### config.mk
export PLATFORM = sky130hd
export DESIGN_NAME = button_press_pattern_classifier_core
export DESIGN_NICKNAME = d
export VERILOG_FILES = /design/src/rtl/core/bppc_pkg.sv /design/src/rtl/core/bppc_front.sv /design/src/rtl/core/bppc_queue.sv /design/src/rtl/core/bppc_back.sv /design/src/rtl/core/button_press_pattern_classifier_core.sv
export SDC_FILE = /design/constraint.sdc
export NUM_CORES = 1
export LEC_CHECK = 0
export BUFFER_PORTS_ARGS = -buffer_cell sky130_fd_sc_hd__buf_2
export CORE_MARGIN = 3
export CORE_UTILIZATION = 40
export DETAILED_ROUTE_END_ITERATION = 10
export PLACE_DENSITY = 0.66
export SLEW_MARGIN = 0
export SYNTH_ARGS = -nofsm -noshare
export SYNTH_HDL_FRONTEND = slang
export SYNTH_SLANG_ARGS = --single-unit
### constraint.sdc
create_clock -name clk -period 6.68 [get_ports clk]
set_input_delay 1.336 -clock clk [delete_from_list [all_inputs] [get_ports clk]]
set_output_delay 1.336 -clock clk [all_outputs]
set_load 0.05 [all_outputs]
### src/rtl/core/bppc_pkg.sv
package bppc_pkg;

  typedef enum logic [2:0] {
    ACT_NONE       = 3'd0,
    ACT_SET_ON     = 3'd1,
    ACT_SET_OFF    = 3'd2,
    ACT_REMOTE_EN  = 3'd3,
    ACT_REMOTE_DIS = 3'd4
  } action_t;

  typedef enum logic [2:0] {
    CFG_PRESS_LEVEL   = 3'd0,
    CFG_SHORT_MIN_MS  = 3'd1,
    CFG_LONG_MIN_MS   = 3'd2,
    CFG_IDLE_RESET_MS = 3'd3,
    CFG_HOLD_LIMIT_MS = 3'd4,
    CFG_SHUTDOWN_EN   = 3'd5
  } cfg_index_t;

  localparam int unsigned CFG_DATA_W = 17;
  localparam int unsigned QUEUE_DEPTH = 2;
  localparam int unsigned QPTR_W = $clog2(QUEUE_DEPTH);
  localparam int unsigned QCNT_W = $clog2(QUEUE_DEPTH + 1);

  localparam logic [7:0]  RST_PRESS_LEVEL   = 8'd128;
  localparam logic [15:0] RST_SHORT_MIN_MS  = 16'd25;
  localparam logic [15:0] RST_LONG_MIN_MS   = 16'd500;
  localparam logic [15:0] RST_IDLE_RESET_MS = 16'd2000;
  localparam logic [16:0] RST_HOLD_LIMIT_MS = 17'd120000;

  localparam logic [7:0] LEVEL_FULL = 8'd255;
  localparam int unsigned SHUTDOWN_LONGS = 3;

  typedef struct packed {
    logic [7:0]  press_level;
    logic [15:0] short_min_ms;
    logic [15:0] long_min_ms;
    logic [15:0] idle_reset_ms;
    logic [16:0] hold_limit_ms;
    logic        shutdown_enable;
  } cfg_t;

  // Classified tick handed from front to back.
  typedef struct packed {
    logic        pressed;
    logic [7:0]  level;
    logic [15:0] elapsed_ms;
  } tick_t;

endpackage

### src/rtl/core/bppc_front.sv
module bppc_front (
  input  logic                clk,
  input  logic                rst,
  input  bppc_pkg::cfg_t      cfg,
  input  logic                take,
  input  logic [2:0]          action,
  input  logic [7:0]          touch_level,
  input  logic [7:0]          set_level,
  input  logic [15:0]         elapsed_ms,
  output bppc_pkg::tick_t     tick
);

  logic       remote_on;
  logic       remote_on_next;
  logic [7:0] below;
  logic [7:0] val;
  logic [7:0] level;

  always_comb begin
    below = (cfg.press_level == 8'd0) ? 8'd0 : cfg.press_level - 8'd1;
    remote_on_next = remote_on;
    val = 8'd0;
    case (action)
      bppc_pkg::ACT_SET_ON: begin
        val = (set_level > cfg.press_level) ? set_level : cfg.press_level;
      end
      bppc_pkg::ACT_SET_OFF: begin
        val = (set_level < below) ? set_level : below;
      end
      bppc_pkg::ACT_REMOTE_EN: begin
        val = bppc_pkg::LEVEL_FULL;
        remote_on_next = 1'b1;
      end
      bppc_pkg::ACT_REMOTE_DIS: begin
        val = 8'd0;
        remote_on_next = 1'b0;
      end
      default: begin
        val = 8'd0;
      end
    endcase
    if (remote_on_next) begin
      val = bppc_pkg::LEVEL_FULL;
    end
    level = (val > touch_level) ? val : touch_level;
    tick.pressed = (level >= cfg.press_level);
    tick.level = level;
    tick.elapsed_ms = elapsed_ms;
  end

  always_ff @(posedge clk) begin
    if (rst) begin
      remote_on <= 1'b0;
    end else if (take) begin
      remote_on <= remote_on_next;
    end
  end

endmodule

### src/rtl/core/bppc_queue.sv
module bppc_queue (
  input  logic              clk,
  input  logic              rst,
  input  logic              push,
  input  bppc_pkg::tick_t   push_data,
  input  logic              pop,
  output bppc_pkg::tick_t   pop_data,
  output logic              full,
  output logic              empty
);

  bppc_pkg::tick_t mem [bppc_pkg::QUEUE_DEPTH];
  logic [bppc_pkg::QPTR_W-1:0] wr_ptr;
  logic [bppc_pkg::QPTR_W-1:0] rd_ptr;
  logic [bppc_pkg::QCNT_W-1:0] count;

  assign full = (count == bppc_pkg::QCNT_W'(bppc_pkg::QUEUE_DEPTH));
  assign empty = (count == '0);
  assign pop_data = mem[rd_ptr];

  always_ff @(posedge clk) begin
    if (push) begin
      mem[wr_ptr] <= push_data;
    end
  end

  always_ff @(posedge clk) begin
    if (rst) begin
      wr_ptr <= '0;
      rd_ptr <= '0;
      count <= '0;
    end else begin
      if (push) begin
        wr_ptr <= (wr_ptr == bppc_pkg::QPTR_W'(bppc_pkg::QUEUE_DEPTH - 1)) ?
                  '0 : wr_ptr + 1'b1;
      end
      if (pop) begin
        rd_ptr <= (rd_ptr == bppc_pkg::QPTR_W'(bppc_pkg::QUEUE_DEPTH - 1)) ?
                  '0 : rd_ptr + 1'b1;
      end
      case ({push, pop})
        2'b10:   count <= count + 1'b1;
        2'b01:   count <= count - 1'b1;
        default: count <= count;
      endcase
    end
  end

endmodule

### src/rtl/core/bppc_back.sv
module bppc_back #(
  parameter int unsigned COUNT_WIDTH = 16
) (
  input  logic              clk,
  input  logic              rst,
  input  bppc_pkg::cfg_t    cfg,
  input  logic              avail,
  input  bppc_pkg::tick_t   tick,
  output logic              pop,
  output logic              out_valid,
  input  logic              out_ready,
  output logic [79:0]       out_data
);

  logic signed [17:0]      hold_time;
  logic [COUNT_WIDTH-1:0]  presses;
  logic [COUNT_WIDTH-1:0]  shorts;
  logic [COUNT_WIDTH-1:0]  longs;
  logic [COUNT_WIDTH-1:0]  last_shutdown_presses;

  logic signed [18:0]      hold_ext;
  logic signed [18:0]      el_ext;
  logic signed [18:0]      lim_ext;
  logic signed [18:0]      hold_sum;
  logic signed [17:0]      hold_time_next;
  logic [COUNT_WIDTH-1:0]  presses_next;
  logic [COUNT_WIDTH-1:0]  shorts_next;
  logic [COUNT_WIDTH-1:0]  longs_next;
  logic                    srel;
  logic                    lrel;
  logic                    shut;
  logic [COUNT_WIDTH+15:0] presses_wide;
  logic [COUNT_WIDTH+15:0] shorts_wide;
  logic [COUNT_WIDTH+15:0] longs_wide;

  assign pop = avail && (!out_valid || out_ready);

  always_comb begin
    hold_ext = 19'(hold_time);
    el_ext = signed'({3'b000, tick.elapsed_ms});
    lim_ext = signed'({2'b00, cfg.hold_limit_ms});
    presses_next = presses;
    shorts_next = shorts;
    longs_next = longs;
    srel = 1'b0;
    lrel = 1'b0;
    if (!tick.pressed) begin
      if (hold_ext > signed'({3'b000, cfg.short_min_ms})) begin
        presses_next = presses + 1'b1;
        if (hold_ext > signed'({3'b000, cfg.long_min_ms})) begin
          longs_next = longs + 1'b1;
          lrel = 1'b1;
        end else begin
          shorts_next = shorts + 1'b1;
          srel = 1'b1;
        end
      end else if (hold_ext < -signed'({3'b000, cfg.idle_reset_ms})) begin
        shorts_next = '0;
        longs_next = '0;
      end
      hold_sum = (hold_ext < 0) ? hold_ext - el_ext : -el_ext;
    end else begin
      hold_sum = (hold_ext > 0) ? hold_ext + el_ext : el_ext;
    end
    // Saturate at the hold limit in both directions.
    if (hold_sum < -lim_ext) begin
      hold_time_next = 18'(-lim_ext);
    end else if (hold_sum > lim_ext) begin
      hold_time_next = 18'(lim_ext);
    end else begin
      hold_time_next = 18'(hold_sum);
    end
    shut = cfg.shutdown_enable
        && (longs_next == COUNT_WIDTH'(bppc_pkg::SHUTDOWN_LONGS))
        && (presses_next != last_shutdown_presses);
    presses_wide = {16'd0, presses_next};
    shorts_wide = {16'd0, shorts_next};
    longs_wide = {16'd0, longs_next};
  end

  always_ff @(posedge clk) begin
    if (rst) begin
      hold_time <= '0;
      presses <= '0;
      shorts <= '0;
      longs <= '0;
      last_shutdown_presses <= '0;
      out_valid <= 1'b0;
    end else begin
      if (pop) begin
        hold_time <= hold_time_next;
        presses <= presses_next;
        shorts <= shorts_next;
        longs <= longs_next;
        if (shut) begin
          last_shutdown_presses <= presses_next;
        end
        out_valid <= 1'b1;
      end else if (out_ready) begin
        out_valid <= 1'b0;
      end
    end
  end

  always_ff @(posedge clk) begin
    if (pop) begin
      out_data <= {2'b00, shut, lrel, srel, longs_wide[15:0], shorts_wide[15:0],
                   presses_wide[15:0], hold_time_next, tick.level, tick.pressed};
    end
  end

endmodule

### src/rtl/core/button_press_pattern_classifier_core.sv
// Channel  | Dir | Signals                          | Content
// s        | in  | s_tvalid s_tready s_tdata s_tuser | one tick per transfer
// m        | out | m_tvalid m_tready m_tdata        | one result per tick
// cfg      | in  | cfg_we cfg_index cfg_data        | register writes, no read-back
//
// Sustained rate is one tick per cycle while m_tready stays high; a result passes from its input
// transfer through a queue entry and then the output register before it shows on m.
// The front stage classifies a tick in the cycle it is taken; the back stage
// updates hold time and counters as it pops each tick from the queue.
// A two-entry queue lets the input keep taking ticks while a result is stalled.
// Reset (rst, synchronous) clears the queue, counters, hold time and remote flag.
module button_press_pattern_classifier_core #(
  parameter int unsigned COUNT_WIDTH = 16
) (
  input  logic        clk,
  input  logic        rst,
  input  logic        s_tvalid,
  output logic        s_tready,
  // [7:0] touch_level, [15:8] set_level, [31:16] elapsed_ms
  input  logic [31:0] s_tdata,
  // [2:0] action
  input  logic [2:0]  s_tuser,
  output logic        m_tvalid,
  input  logic        m_tready,
  // [0] pressed, [8:1] level, [26:9] held_ms, [42:27] press_count,
  // [58:43] short_count, [74:59] long_count, [75] short_release,
  // [76] long_release, [77] shutdown_request, [79:78] zero
  output logic [79:0] m_tdata,
  input  logic        cfg_we,
  input  logic [2:0]  cfg_index,
  input  logic [bppc_pkg::CFG_DATA_W-1:0] cfg_data
);

  bppc_pkg::cfg_t  cfg;
  bppc_pkg::tick_t front_tick;
  bppc_pkg::tick_t back_tick;
  logic            take;
  logic            q_full;
  logic            q_empty;
  logic            q_pop;

  assign s_tready = !q_full;
  assign take = s_tvalid && s_tready;

  always_ff @(posedge clk) begin
    if (rst) begin
      cfg.press_level <= bppc_pkg::RST_PRESS_LEVEL;
      cfg.short_min_ms <= bppc_pkg::RST_SHORT_MIN_MS;
      cfg.long_min_ms <= bppc_pkg::RST_LONG_MIN_MS;
      cfg.idle_reset_ms <= bppc_pkg::RST_IDLE_RESET_MS;
      cfg.hold_limit_ms <= bppc_pkg::RST_HOLD_LIMIT_MS;
      cfg.shutdown_enable <= 1'b0;
    end else if (cfg_we) begin
      case (cfg_index)
        bppc_pkg::CFG_PRESS_LEVEL:   cfg.press_level <= cfg_data[7:0];
        bppc_pkg::CFG_SHORT_MIN_MS:  cfg.short_min_ms <= cfg_data[15:0];
        bppc_pkg::CFG_LONG_MIN_MS:   cfg.long_min_ms <= cfg_data[15:0];
        bppc_pkg::CFG_IDLE_RESET_MS: cfg.idle_reset_ms <= cfg_data[15:0];
        bppc_pkg::CFG_HOLD_LIMIT_MS: cfg.hold_limit_ms <= cfg_data[16:0];
        bppc_pkg::CFG_SHUTDOWN_EN:   cfg.shutdown_enable <= cfg_data[0];
        default: ;
      endcase
    end
  end

  bppc_front u_front (
    .clk         (clk),
    .rst         (rst),
    .cfg         (cfg),
    .take        (take),
    .action      (s_tuser),
    .touch_level (s_tdata[7:0]),
    .set_level   (s_tdata[15:8]),
    .elapsed_ms  (s_tdata[31:16]),
    .tick        (front_tick)
  );

  bppc_queue u_queue (
    .clk       (clk),
    .rst       (rst),
    .push      (take),
    .push_data (front_tick),
    .pop       (q_pop),
    .pop_data  (back_tick),
    .full      (q_full),
    .empty     (q_empty)
  );

  bppc_back #(
    .COUNT_WIDTH (COUNT_WIDTH)
  ) u_back (
    .clk       (clk),
    .rst       (rst),
    .cfg       (cfg),
    .avail     (!q_empty),
    .tick      (back_tick),
    .pop       (q_pop),
    .out_valid (m_tvalid),
    .out_ready (m_tready),
    .out_data  (m_tdata)
  );

endmodule

==> impl_metrics.ini, run 1 <==
[placed_design]
dpl_cell_area_mm2 = 0.0204
place_hpwl_mm = 39.5
port_buffers = 139
dp.cells = 2840
place_congestion = 0.903

[timing]
period_share_pct = 92.6
finClkSkew_ns = 0.0268
tns_ns = 0
slew_headroom_pct = 30.8
rsz0062_at_grt = no
drv_slew = 0
period_minus_slack_ns = 6.19
worst_slew_pin_slew_ns = 1.04
max_freq_mhz = 162
finalHoldViolCount = 0
setup_viol = 0

[final_layout]
layout_commonest_cell = nand2_1
fin_area_mm2 = 0.0217
seqCellArea_mm2 = 0.00711
multi_input_area_mm2 = 0.0109
drive_gt1_share_pct = 14.8
fillers = 4456
syn_to_final_growth_pct = 14.0
finalNonFillerCells = 2905
num-nets-final = 2489
final_cell_mix = 271 x nand2_1, 180 x a21oi_1, 161 x dfxtp_1

[worst_setup_path]
crit_slowest_cell = nor3_1
reg2reg_to = u_back.hold_time[6]$_SDFFE_PP0P_
r2r_slack_ns = 0.49
cp_max_fo = 27
critical_path_class = reg2reg
cp.buffers_inverters = 3
path_cells = buf_12 -> mux2i_1 -> ha_1 -> o21a_1 -> o21ai_0 -> nand2b_1 -> a31oi_1 -> o21bai_1 -> a21oi_1 -> xnor2_1 -> a31oi_1 -> inv_1 -> ha_1 -> nand4_1 -> or3_1 -> a21oi_1 -> o21ai_2 -> buf_4 -> nor3_1 -> a21oi_1 -> o221a_2 -> o211a_1
worst_path_largest_cell_delay_ns = 0.58
cp_common_cell = a21oi_1
end_kind = flip-flop
cpLargestDelayFamily = compound AO/OA/AOI/OAI gates
start_kind = flip-flop
critical_path_required_ns = 7.12
worstRegToRegCells = 22
cp.arrival_ns = 6.62

[global_route]
antenna_found_initial = 1
track_usage_pct = 20.9
grt_pass1_wl_mm = 85.1
overflow = 0
first_global_vias = 15900
grt_max_degree = 89

[drt]
vias = 16400
drcViolationCount = 0
dr.pass1.iters = 5
vias_per_cell = 5.64
drt_iter0_drc = 1070
drt-total-wl_mm = 53.5
post_drt_wl_per_cell_um = 18.4
ant_nets = 0

[synthesis]
syn_avg_cell_area_um2 = 8.82
synth_edf_count = 128
yosys_register_bits = 291
synth-compound-area-share_pct = 18.3
synth_top_flop_cell = dfxtp_1
synth_top_family_by_area = simple AND/OR/NAND/NOR gates
synthXorXnorAreaFrac_pct = 4.96
synthSimpleGateAreaFrac_pct = 19.0
synth_adder_area_share_pct = 10.5
synthCells = 2155
synth_warnings = 0
syn_area_mm2 = 0.0190
yosysUniqueCellTypes = 100
yosysSeqAreaShare_pct = 37.4
async_reset_ff_share_pct = 0
synth.mux.area_fraction_pct = 4.36

[die]
start_util_pct = 40.7
io_pins = 142
rows = 79
die_y_um = 224
die-area_mm2 = 0.0502
coreArea_mm2 = 0.0468
fp.dieW_um = 224

[cts]
cts-root-buf = clkbuf_16
cts_tree = yes
cts_buffers = 35
cts_setup_buffers = 0
cts.repair.resized = 0
insertion_delay_ns = 0.56
holdBufCountCts = 0
clkSinkCount = 291
ctsLongestPathBuffers = 3
clk_pin_slew_ns = 0.06
cts_max_level = 2

[pwr]
peakVddDrop_uv = 378
p_leak_nw = 8.82
p_total_mw = 10.6
power.density_mw_per_mm2 = 491

[min_path]
hp-start = cfg[65]$_SDFFE_PP0P_
min_path_type = reg2reg
hold_end = cfg[65]$_SDFFE_PP0P_
worstHoldPathCells = 2

[job]
maxCapViolations = 0

[outcome]
status = completed
==> layout make-up <==
type	count	area share, %
repair buffers	186	4.91
flip-flops and latches	291	32.8
inverters	150	2.61
clock inverters	25	1.63
multi-input cells	1606	50.4
diodes	1	0.0115
well taps	607	3.50
clock buffers	39	4.16
==> power by group <==
part	switching (mW)	total (mW)	leakage [nW]	internal, mW
clock	0.821	2.09	0.605	1.27
sequential	0.300	2.71	2.55	2.41
combinational	3.92	5.85	5.66	1.93
total	5.04	10.6	8.82	5.60
==> synthesized netlist by cell type (all sizes together) (7+ instances only) <==
cell       n  area, um2
clkbuf    86        323
nor4      16        155
nand4     30        194
nand2b    34        213
a22o      10       87.6
mux2      30        349
edfxtp   128       3840
ha       157       1960
nor3      46        252
o211a     13        130
nor2     140        528
nand3     70        365
and3      24        150
o21ai    102        518
a211oi    25        188
o2111ai    7       61.3
a21o      26        195
a31oi     14       87.6
or3       31        194
buf       23        153
inv      148        556
nor2b     19        119
dfxtp    163       3260
or4       11       86.3
and2      10       62.6
o31ai     19        143
xor2      34        298
o211ai    34        280
mux2i     46        480
or2       11       68.8
o21bai     8       60.1
a21oi    182        918
o41ai     11        145
xnor2     71        622
nand2    273       1030
o21a      15        113
==> worst max-delay path by stage <==
| stage | to | start | slack, ns | cells past startpoint |
|---|---|---|---|---|
| floorplan | u_queue.mem[0][24]$_DFFE_PP_ | s_tdata[9] | 0.36 | 31 |
| global placement | u_queue.mem[0][24]$_DFFE_PP_ | s_tdata[9] | 0.44 | 32 |
| detailed placement | u_queue.mem[1][24]$_DFFE_PP_ | s_tdata[9] | 0.41 | 33 |
| CTS | u_queue.mem[0][24]$_DFFE_PP_ | cfg[66]$_SDFFE_PP0P_ | 0.43 | 34 |
| global route | u_queue.mem[1][24]$_DFFE_PP_ | cfg[67]$_SDFFE_PP0P_ | 0.02 | 35 |
| finish | u_back.hold_time[6]$_SDFFE_PP0P_ | flip-flop | 0.49 | 22 |
==> metal layers <==
layer,global-route usage (%),wire (um),up-vias
met3,4.19,3420,115
li1,-,-,7991
met2,35.6,25100,469
met4,5.86,1380,2
met5,0,7,-
met1,26.9,23600,7794
==> state kept, by name, indices dropped and copies added (netlist names), 2 cells and up, named ones only <==
| name | count |
|---|---|
| u_back.out_data | 78 |
| cfg | 74 |
| u_queue.mem | 50 |
| u_back.hold_time | 18 |
| u_back.last_shutdown_presses | 16 |
| u_back.longs | 16 |
| u_back.presses | 16 |
| u_back.shorts | 16 |
| u_queue.count | 2 |
==> kinds of logic (layout without fill, tap and decap cells) <==
family	count (synthesis)	after routing
other cells	1	3
mux	76	76
simple gates	736	736
fa+ha+maj	159	159
xor+xnor	106	106
compound gates	527	527
buf+inv	259	400
flops	291	291
==> worst reg2reg max path: cells and delay by family (launching register included) <==
family	cells	cell delay, ns
fa+ha+maj	2	0.71
compound gates	11	2.49
buf+inv	3	0.63
flops	1	0.51
mux	1	0.47
xor+xnor	1	0.09
simple gates	4	1.18
==> per-stage QoR <==
stage / hold WS (ns) / util, % / setup slack, ns
floorplan: 0.436 / - / 0.363
global placement: 0.442 / 43.6 / 0.437
detailed placement: 0.447 / 43.6 / 0.405
CTS: 0.455 / 46.3 / 0.430
global route: 0.470 / 46.3 / 0.0190
finish: 0.453 / 46.3 / 0.495
Power figures use the tool's default switching activity.
==> run 2, diff against run 1 <==
Settings changed: REMOVE_ABC_BUFFERS set to 1.
==> impl_metrics.ini, run 2 (synthesis results as in run 1) <==
[cts]
cts_buffers = 34
clk_pin_slew_ns = 0.06
holdBufCountCts = 0
ctsLongestPathBuffers = 3
insertion_delay_ns = 0.55
cts_max_level = 2
clkSinkCount = 291
cts_tree = yes
cts-root-buf = clkbuf_16

[die]
die_y_um = 224
io_pins = 142
coreArea_mm2 = 0.0468
rows = 79
fp.dieW_um = 224
start_util_pct = 40.7
die-area_mm2 = 0.0502

[placed_design]
port_buffers = 139
place_congestion = 0.898
dp.cells = 2841
place_hpwl_mm = 39.3

[global_route]
antenna_found_initial = 11
overflow = 0
grt_pass1_wl_mm = 84.4
track_usage_pct = 20.7
grt_max_degree = 76
first_global_vias = 15600

[timing]
holdWs_ns = 0.454
period_minus_slack_ns = 6.01
drv_slew = 0
finalHoldViolCount = 0
period_share_pct = 89.9
slew_headroom_pct = 38.7
max_freq_mhz = 166
rsz0062_at_grt = no
tns_ns = 0
worst_slew_pin_slew_ns = 0.919
setup_viol = 0
finClkSkew_ns = 0.0248

[worst_setup_path]
path_cells = inv_1 -> fa_1 -> o21bai_1 -> a21oi_1 -> o21ai_0 -> a311oi_1 -> buf_4 -> o41ai_1 -> o221a_2 -> nor2_1 -> mux2i_1 -> nand2_1 -> ha_1 -> a21o_1 -> a2111oi_1 -> o211ai_1 -> o21ai_2 -> buf_4 -> o31ai_1 -> a221oi_1 -> nor2_1 -> nor3_1
cp_max_fo = 24
worst_path_largest_cell_delay_ns = 0.60
critical_path_class = reg2reg
critical_path_required_ns = 7.14
r2r_slack_ns = 0.67
worstRegToRegCells = 22
crit_slowest_cell = dfxtp_1
end_kind = flip-flop
start_kind = flip-flop
cp.arrival_ns = 6.46

[drt]
vias_per_cell = 5.61
ant_nets = 0
dr.pass1.iters = 8
drt_iter0_drc = 1217
vias = 16300
drcViolationCount = 0
drt-total-wl_mm = 53.2
post_drt_wl_per_cell_um = 18.3

[pwr]
clock_power_share_pct = 18.2
p_int_mw = 5.42
pwr-share-seq_pct = 26.1
p_leak_nw = 8.75
peakVddDrop_uv = 256
switchingPower_mw = 4.98
power.density_mw_per_mm2 = 483
combPwrFrac_pct = 55.7
netSwitchingFraction_pct = 47.9
p_total_mw = 10.4

[outcome]
status = completed

[final_layout]
top_register = u_back.out_data
layout_commonest_cell = nand2_1
top_regs = u_back.out_data x78, cfg x74, u_queue.mem x50
finalNonFillerCells = 2907
final_cell_mix = 271 x nand2_1, 180 x a21oi_1, 162 x dfxtp_1
final_core_util_pct = 46.0
drive_gt1_share_pct = 14.5
largest_reg_flops = 78
syn_to_final_growth_pct = 13.2
num-nets-final = 2489

[min_path]
worstHoldPathCells = 2
min_path_type = reg2reg

[job]
maxCapViolations = 0
run 2: through the flow:
| step | setup slack, ns | area (um2) |
|---|---|---|
| floorplan | -2.22 | 18500 |
| finish | 0.674 | 21500 |
| detailed placement | 0.301 | 20400 |
| global placement | 0.279 | 20400 |
| global route | 0.0483 | 21500 |
| CTS | 0.542 | 21500 |
run 2: per-layer routing:
metal	global-route usage (%)	vias up	wire, um
met2	34.3	518	24600
met1	27.4	7693	23500
li1	-	7991	-
met5	0	-	71
met4	6.13	12	1430
met3	4.30	101	3570
run 2: cell type report:
class | instances | area [um2]
clock inverters | 23 | 255
inverters | 150 | 566
well taps | 607 | 759
repair buffers | 187 | 1060
flip-flops and latches | 291 | 7110
multi-input cells | 1606 | 10900
fillers | 4526 | 25200
clock buffers | 38 | 866
diodes | 5 | 12.5
run 2: worst paths after layout:
check                                           end                        startpoint
setup / recovery  u_back.hold_time[11]$_SDFFE_PP0P_  u_back.hold_time[1]$_SDFFE_PP0P_
hold / removal                 cfg[60]$_SDFFE_PP0P_              cfg[60]$_SDFFE_PP0P_
setup reg to reg  u_back.hold_time[11]$_SDFFE_PP0P_  u_back.hold_time[1]$_SDFFE_PP0P_
hold reg to reg                cfg[60]$_SDFFE_PP0P_              cfg[60]$_SDFFE_PP0P_
run 2: power by group through the flow:
stage / clock network (mW) / logic, mW / registers (mW)
after global routing: 2.01 / 6.35 / 2.75
final: 1.89 / 5.79 / 2.72
after detailed placement: 0 / 5.71 / 2.75
after CTS: 1.94 / 5.75 / 2.72
after global placement: 0 / 5.64 / 2.74
after floorplan: 0 / 3.30 / 3.45
run 2: worst max-delay path, delay by kind of cell, from the launching register on:
| kind | cells | cell delay (ns) |
|---|---|---|
| mux | 1 | 0.18 |
| flops | 1 | 0.60 |
| fa+ha+maj | 2 | 0.82 |
| simple gates | 4 | 0.39 |
| compound gates | 12 | 3.25 |
| buf+inv | 3 | 0.67 |
run 2: timing repair:
item                                    in CTS  in global routing
endpoints found under the setup margin       0                  8
gates resized for setup                      0                  5
endpoints found under the hold margin        0                  0
setup buffers                                0                  0
==> run 3, diff against run 2 <==
Settings changed: PLACE_DENSITY 0.66 to 0.64.
Clock period 6.68 ns to 7.8 ns, I/O delays scaled along.
==> impl_metrics.ini, run 3 (synthesis results as in run 1) <==
[drt]
dr.pass1.iters = 6
post_drt_wl_per_cell_um = 18.5
drt-total-wl_mm = 53.3
ant_nets = 0
vias_per_cell = 5.60
vias = 16100
drt_iter0_drc = 1183
drcViolationCount = 0

[timing]
drv_slew = 0
setup_viol = 0
max_freq_mhz = 145
period_minus_slack_ns = 6.90
setup_slack_ns = 0.901
slew_headroom_pct = 35.7
rsz0062_at_grt = no
period_share_pct = 88.4
finClkSkew_ns = 0.0401
finalHoldViolCount = 0
worst_slew_pin_slew_ns = 0.953

[worst_setup_path]
start_kind = flip-flop
worstRegToRegCells = 19
cp.buffers_inverters = 2
cp.arrival_ns = 7.17
cp_max_fo = 16
crit_slowest_cell = a311oi_1
path_cells = buf_4 -> mux2i_1 -> ha_1 -> inv_1 -> o31a_1 -> a311oi_1 -> o41ai_1 -> a211oi_1 -> nor3b_1 -> mux2i_1 -> nand2_1 -> ha_1 -> a21o_1 -> a2111oi_0 -> o211ai_1 -> o21a_1 -> nand3_2 -> o21ai_1 -> a221oi_1
critical_path_required_ns = 8.08
cp.depth = 19
cpLargestDelayFamily = compound AO/OA/AOI/OAI gates
end_kind = flip-flop
critical_path_class = reg2reg
worst_path_largest_cell_delay_ns = 0.68

[pwr]
peakVddDrop_uv = 274
p_leak_nw = 8.58
clock_power_share_pct = 17.7
pwr-share-seq_pct = 27.4
switchingPower_mw = 4.24
combPwrFrac_pct = 54.9
netSwitchingFraction_pct = 48.8
p_int_mw = 4.45
power.density_mw_per_mm2 = 409

[final_layout]
fillers = 4587
largest_reg_flops = 78
final_cell_mix = 271 x nand2_1, 180 x a21oi_1, 161 x dfxtp_1
drive_gt1_share_pct = 13.4
layout_commonest_cell = nand2_1
syn_to_final_growth_pct = 11.8
num-nets-final = 2462
fin_area_mm2 = 0.0212
top_regs = u_back.out_data x78, cfg x74, u_queue.mem x50
top_register = u_back.out_data

[cts]
cts-root-buf = clkbuf_16
cts_buffers = 35
ctsLongestPathBuffers = 3
holdBufCountCts = 0
cts_tree = yes
cts_setup_buffers = 0
cts.repair.resized = 0
cts_max_level = 2
insertion_delay_ns = 0.57
clkSinkCount = 291
clk_pin_slew_ns = 0.06

[placed_design]
dpl_cell_area_mm2 = 0.0202
port_buffers = 139
place_hpwl_mm = 38.9
place_congestion = 0.914
place_ws_ns = 0.862

[global_route]
first_global_vias = 15400
grt_max_degree = 76
grtUsageMet2_pct = 34.4
grt_util_met3_pct = 4.78
grt_pass1_wl_mm = 84.2
overflow = 0
busiest_layer = met2
globalRouteMet1Util_pct = 27.5
antenna_found_initial = 11
track_usage_pct = 20.9

[min_path]
worstHoldPathCells = 2
min_path_type = reg2reg

[die]
die-area_mm2 = 0.0502
fp.dieW_um = 224
io_pins = 142
coreArea_mm2 = 0.0468
die_y_um = 224
start_util_pct = 40.7
rows = 79

[job]
maxCapViolations = 0

[outcome]
status = completed
==> run 3: changes by cell type in the layout (fill, tap and decap cells not counted), sizes merged <==
cell      previous run  this run
buf                187       159
clkinv              11        13
bufinv               4         0
clkbuf              38        43
clkinvlp             3         5
diode                5         2
inv                155       153
==> run 3: path summary, 6_finish.rpt <==
kind / start / endpoint / slack, ns
setup / recovery: flip-flop / u_back.out_data[18]$_DFFE_PP_ / 0.90
hold / removal: cfg[45]$_SDFFE_PP0P_ / cfg[45]$_SDFFE_PP0P_ / 0.46
setup reg to reg: flip-flop / u_back.out_data[18]$_DFFE_PP_ / 0.90
hold reg to reg: cfg[45]$_SDFFE_PP0P_ / cfg[45]$_SDFFE_PP0P_ / 0.46
==> run 3: worst register-to-register path, stage by stage (launching register included) <==
cell and delay (ns):
dfxtp_2 0.63, buf_4 0.36, mux2i_1 0.54, ha_1 0.26, inv_1 0.12, o31a_1 0.36
a311oi_1 0.68, o41ai_1 0.22, a211oi_1 0.31, nor3b_1 0.09, mux2i_1 0.22, nand2_1 0.11
ha_1 0.32, a21o_1 0.19, a2111oi_0 0.68, o211ai_1 0.27, o21a_1 0.41, nand3_2 0.27
o21ai_1 0.10, a221oi_1 0.49
==> run 3: power by group through the flow <==
stage,Sequential [mW],Clock [mW],Combinational (mW)
after floorplan,2.96,0,2.83
after global placement,2.40,0,4.65
after detailed placement,2.41,0,4.71
after CTS,2.38,1.58,4.73
after global routing,2.42,1.64,5.24
final,2.38,1.54,4.77
==> run 3: routing by layer <==
| layer | share of wire, % | vias up |
|---|---|---|
| met3 | 6.5 | 104 |
| li1 | - | 7935 |
| met4 | 2.7 | 18 |
| met1 | 45 | 7599 |
| met2 | 46 | 455 |
| met5 | 0.23 | - |
==> run 3: cell type report <==
| class | count | area [um2] | share of cell area [%] |
|---|---|---|---|
| diodes | 2 | 5.00 | 0.0236 |
| clock buffers | 43 | 927 | 4.36 |
| clock inverters | 21 | 140 | 0.660 |
| inverters | 150 | 566 | 2.66 |
| multi-input cells | 1606 | 10900 | 51.3 |
| flip-flops and latches | 291 | 7110 | 33.5 |
| well taps | 607 | 759 | 3.57 |
| repair buffers | 159 | 848 | 3.99 |
==> run 3: through the flow <==
step | hold WS [ns] | cells | util, % | power, mW | TNS [ns]
2_1_floorplan | 0.430 | 2047 | - | 5.79 | -52.91
3_3_place_gp | 0.444 | 2813 | 43.2 | 7.05 | 0
3_5_place_dp | 0.448 | 2813 | 43.2 | 7.12 | 0
4_1_cts | 0.457 | 2877 | 45.4 | 8.70 | 0
5_1_grt | 0.476 | 2879 | 45.4 | 9.30 | 0
6_report | 0.455 | 2879 | 45.4 | 8.69 | 0
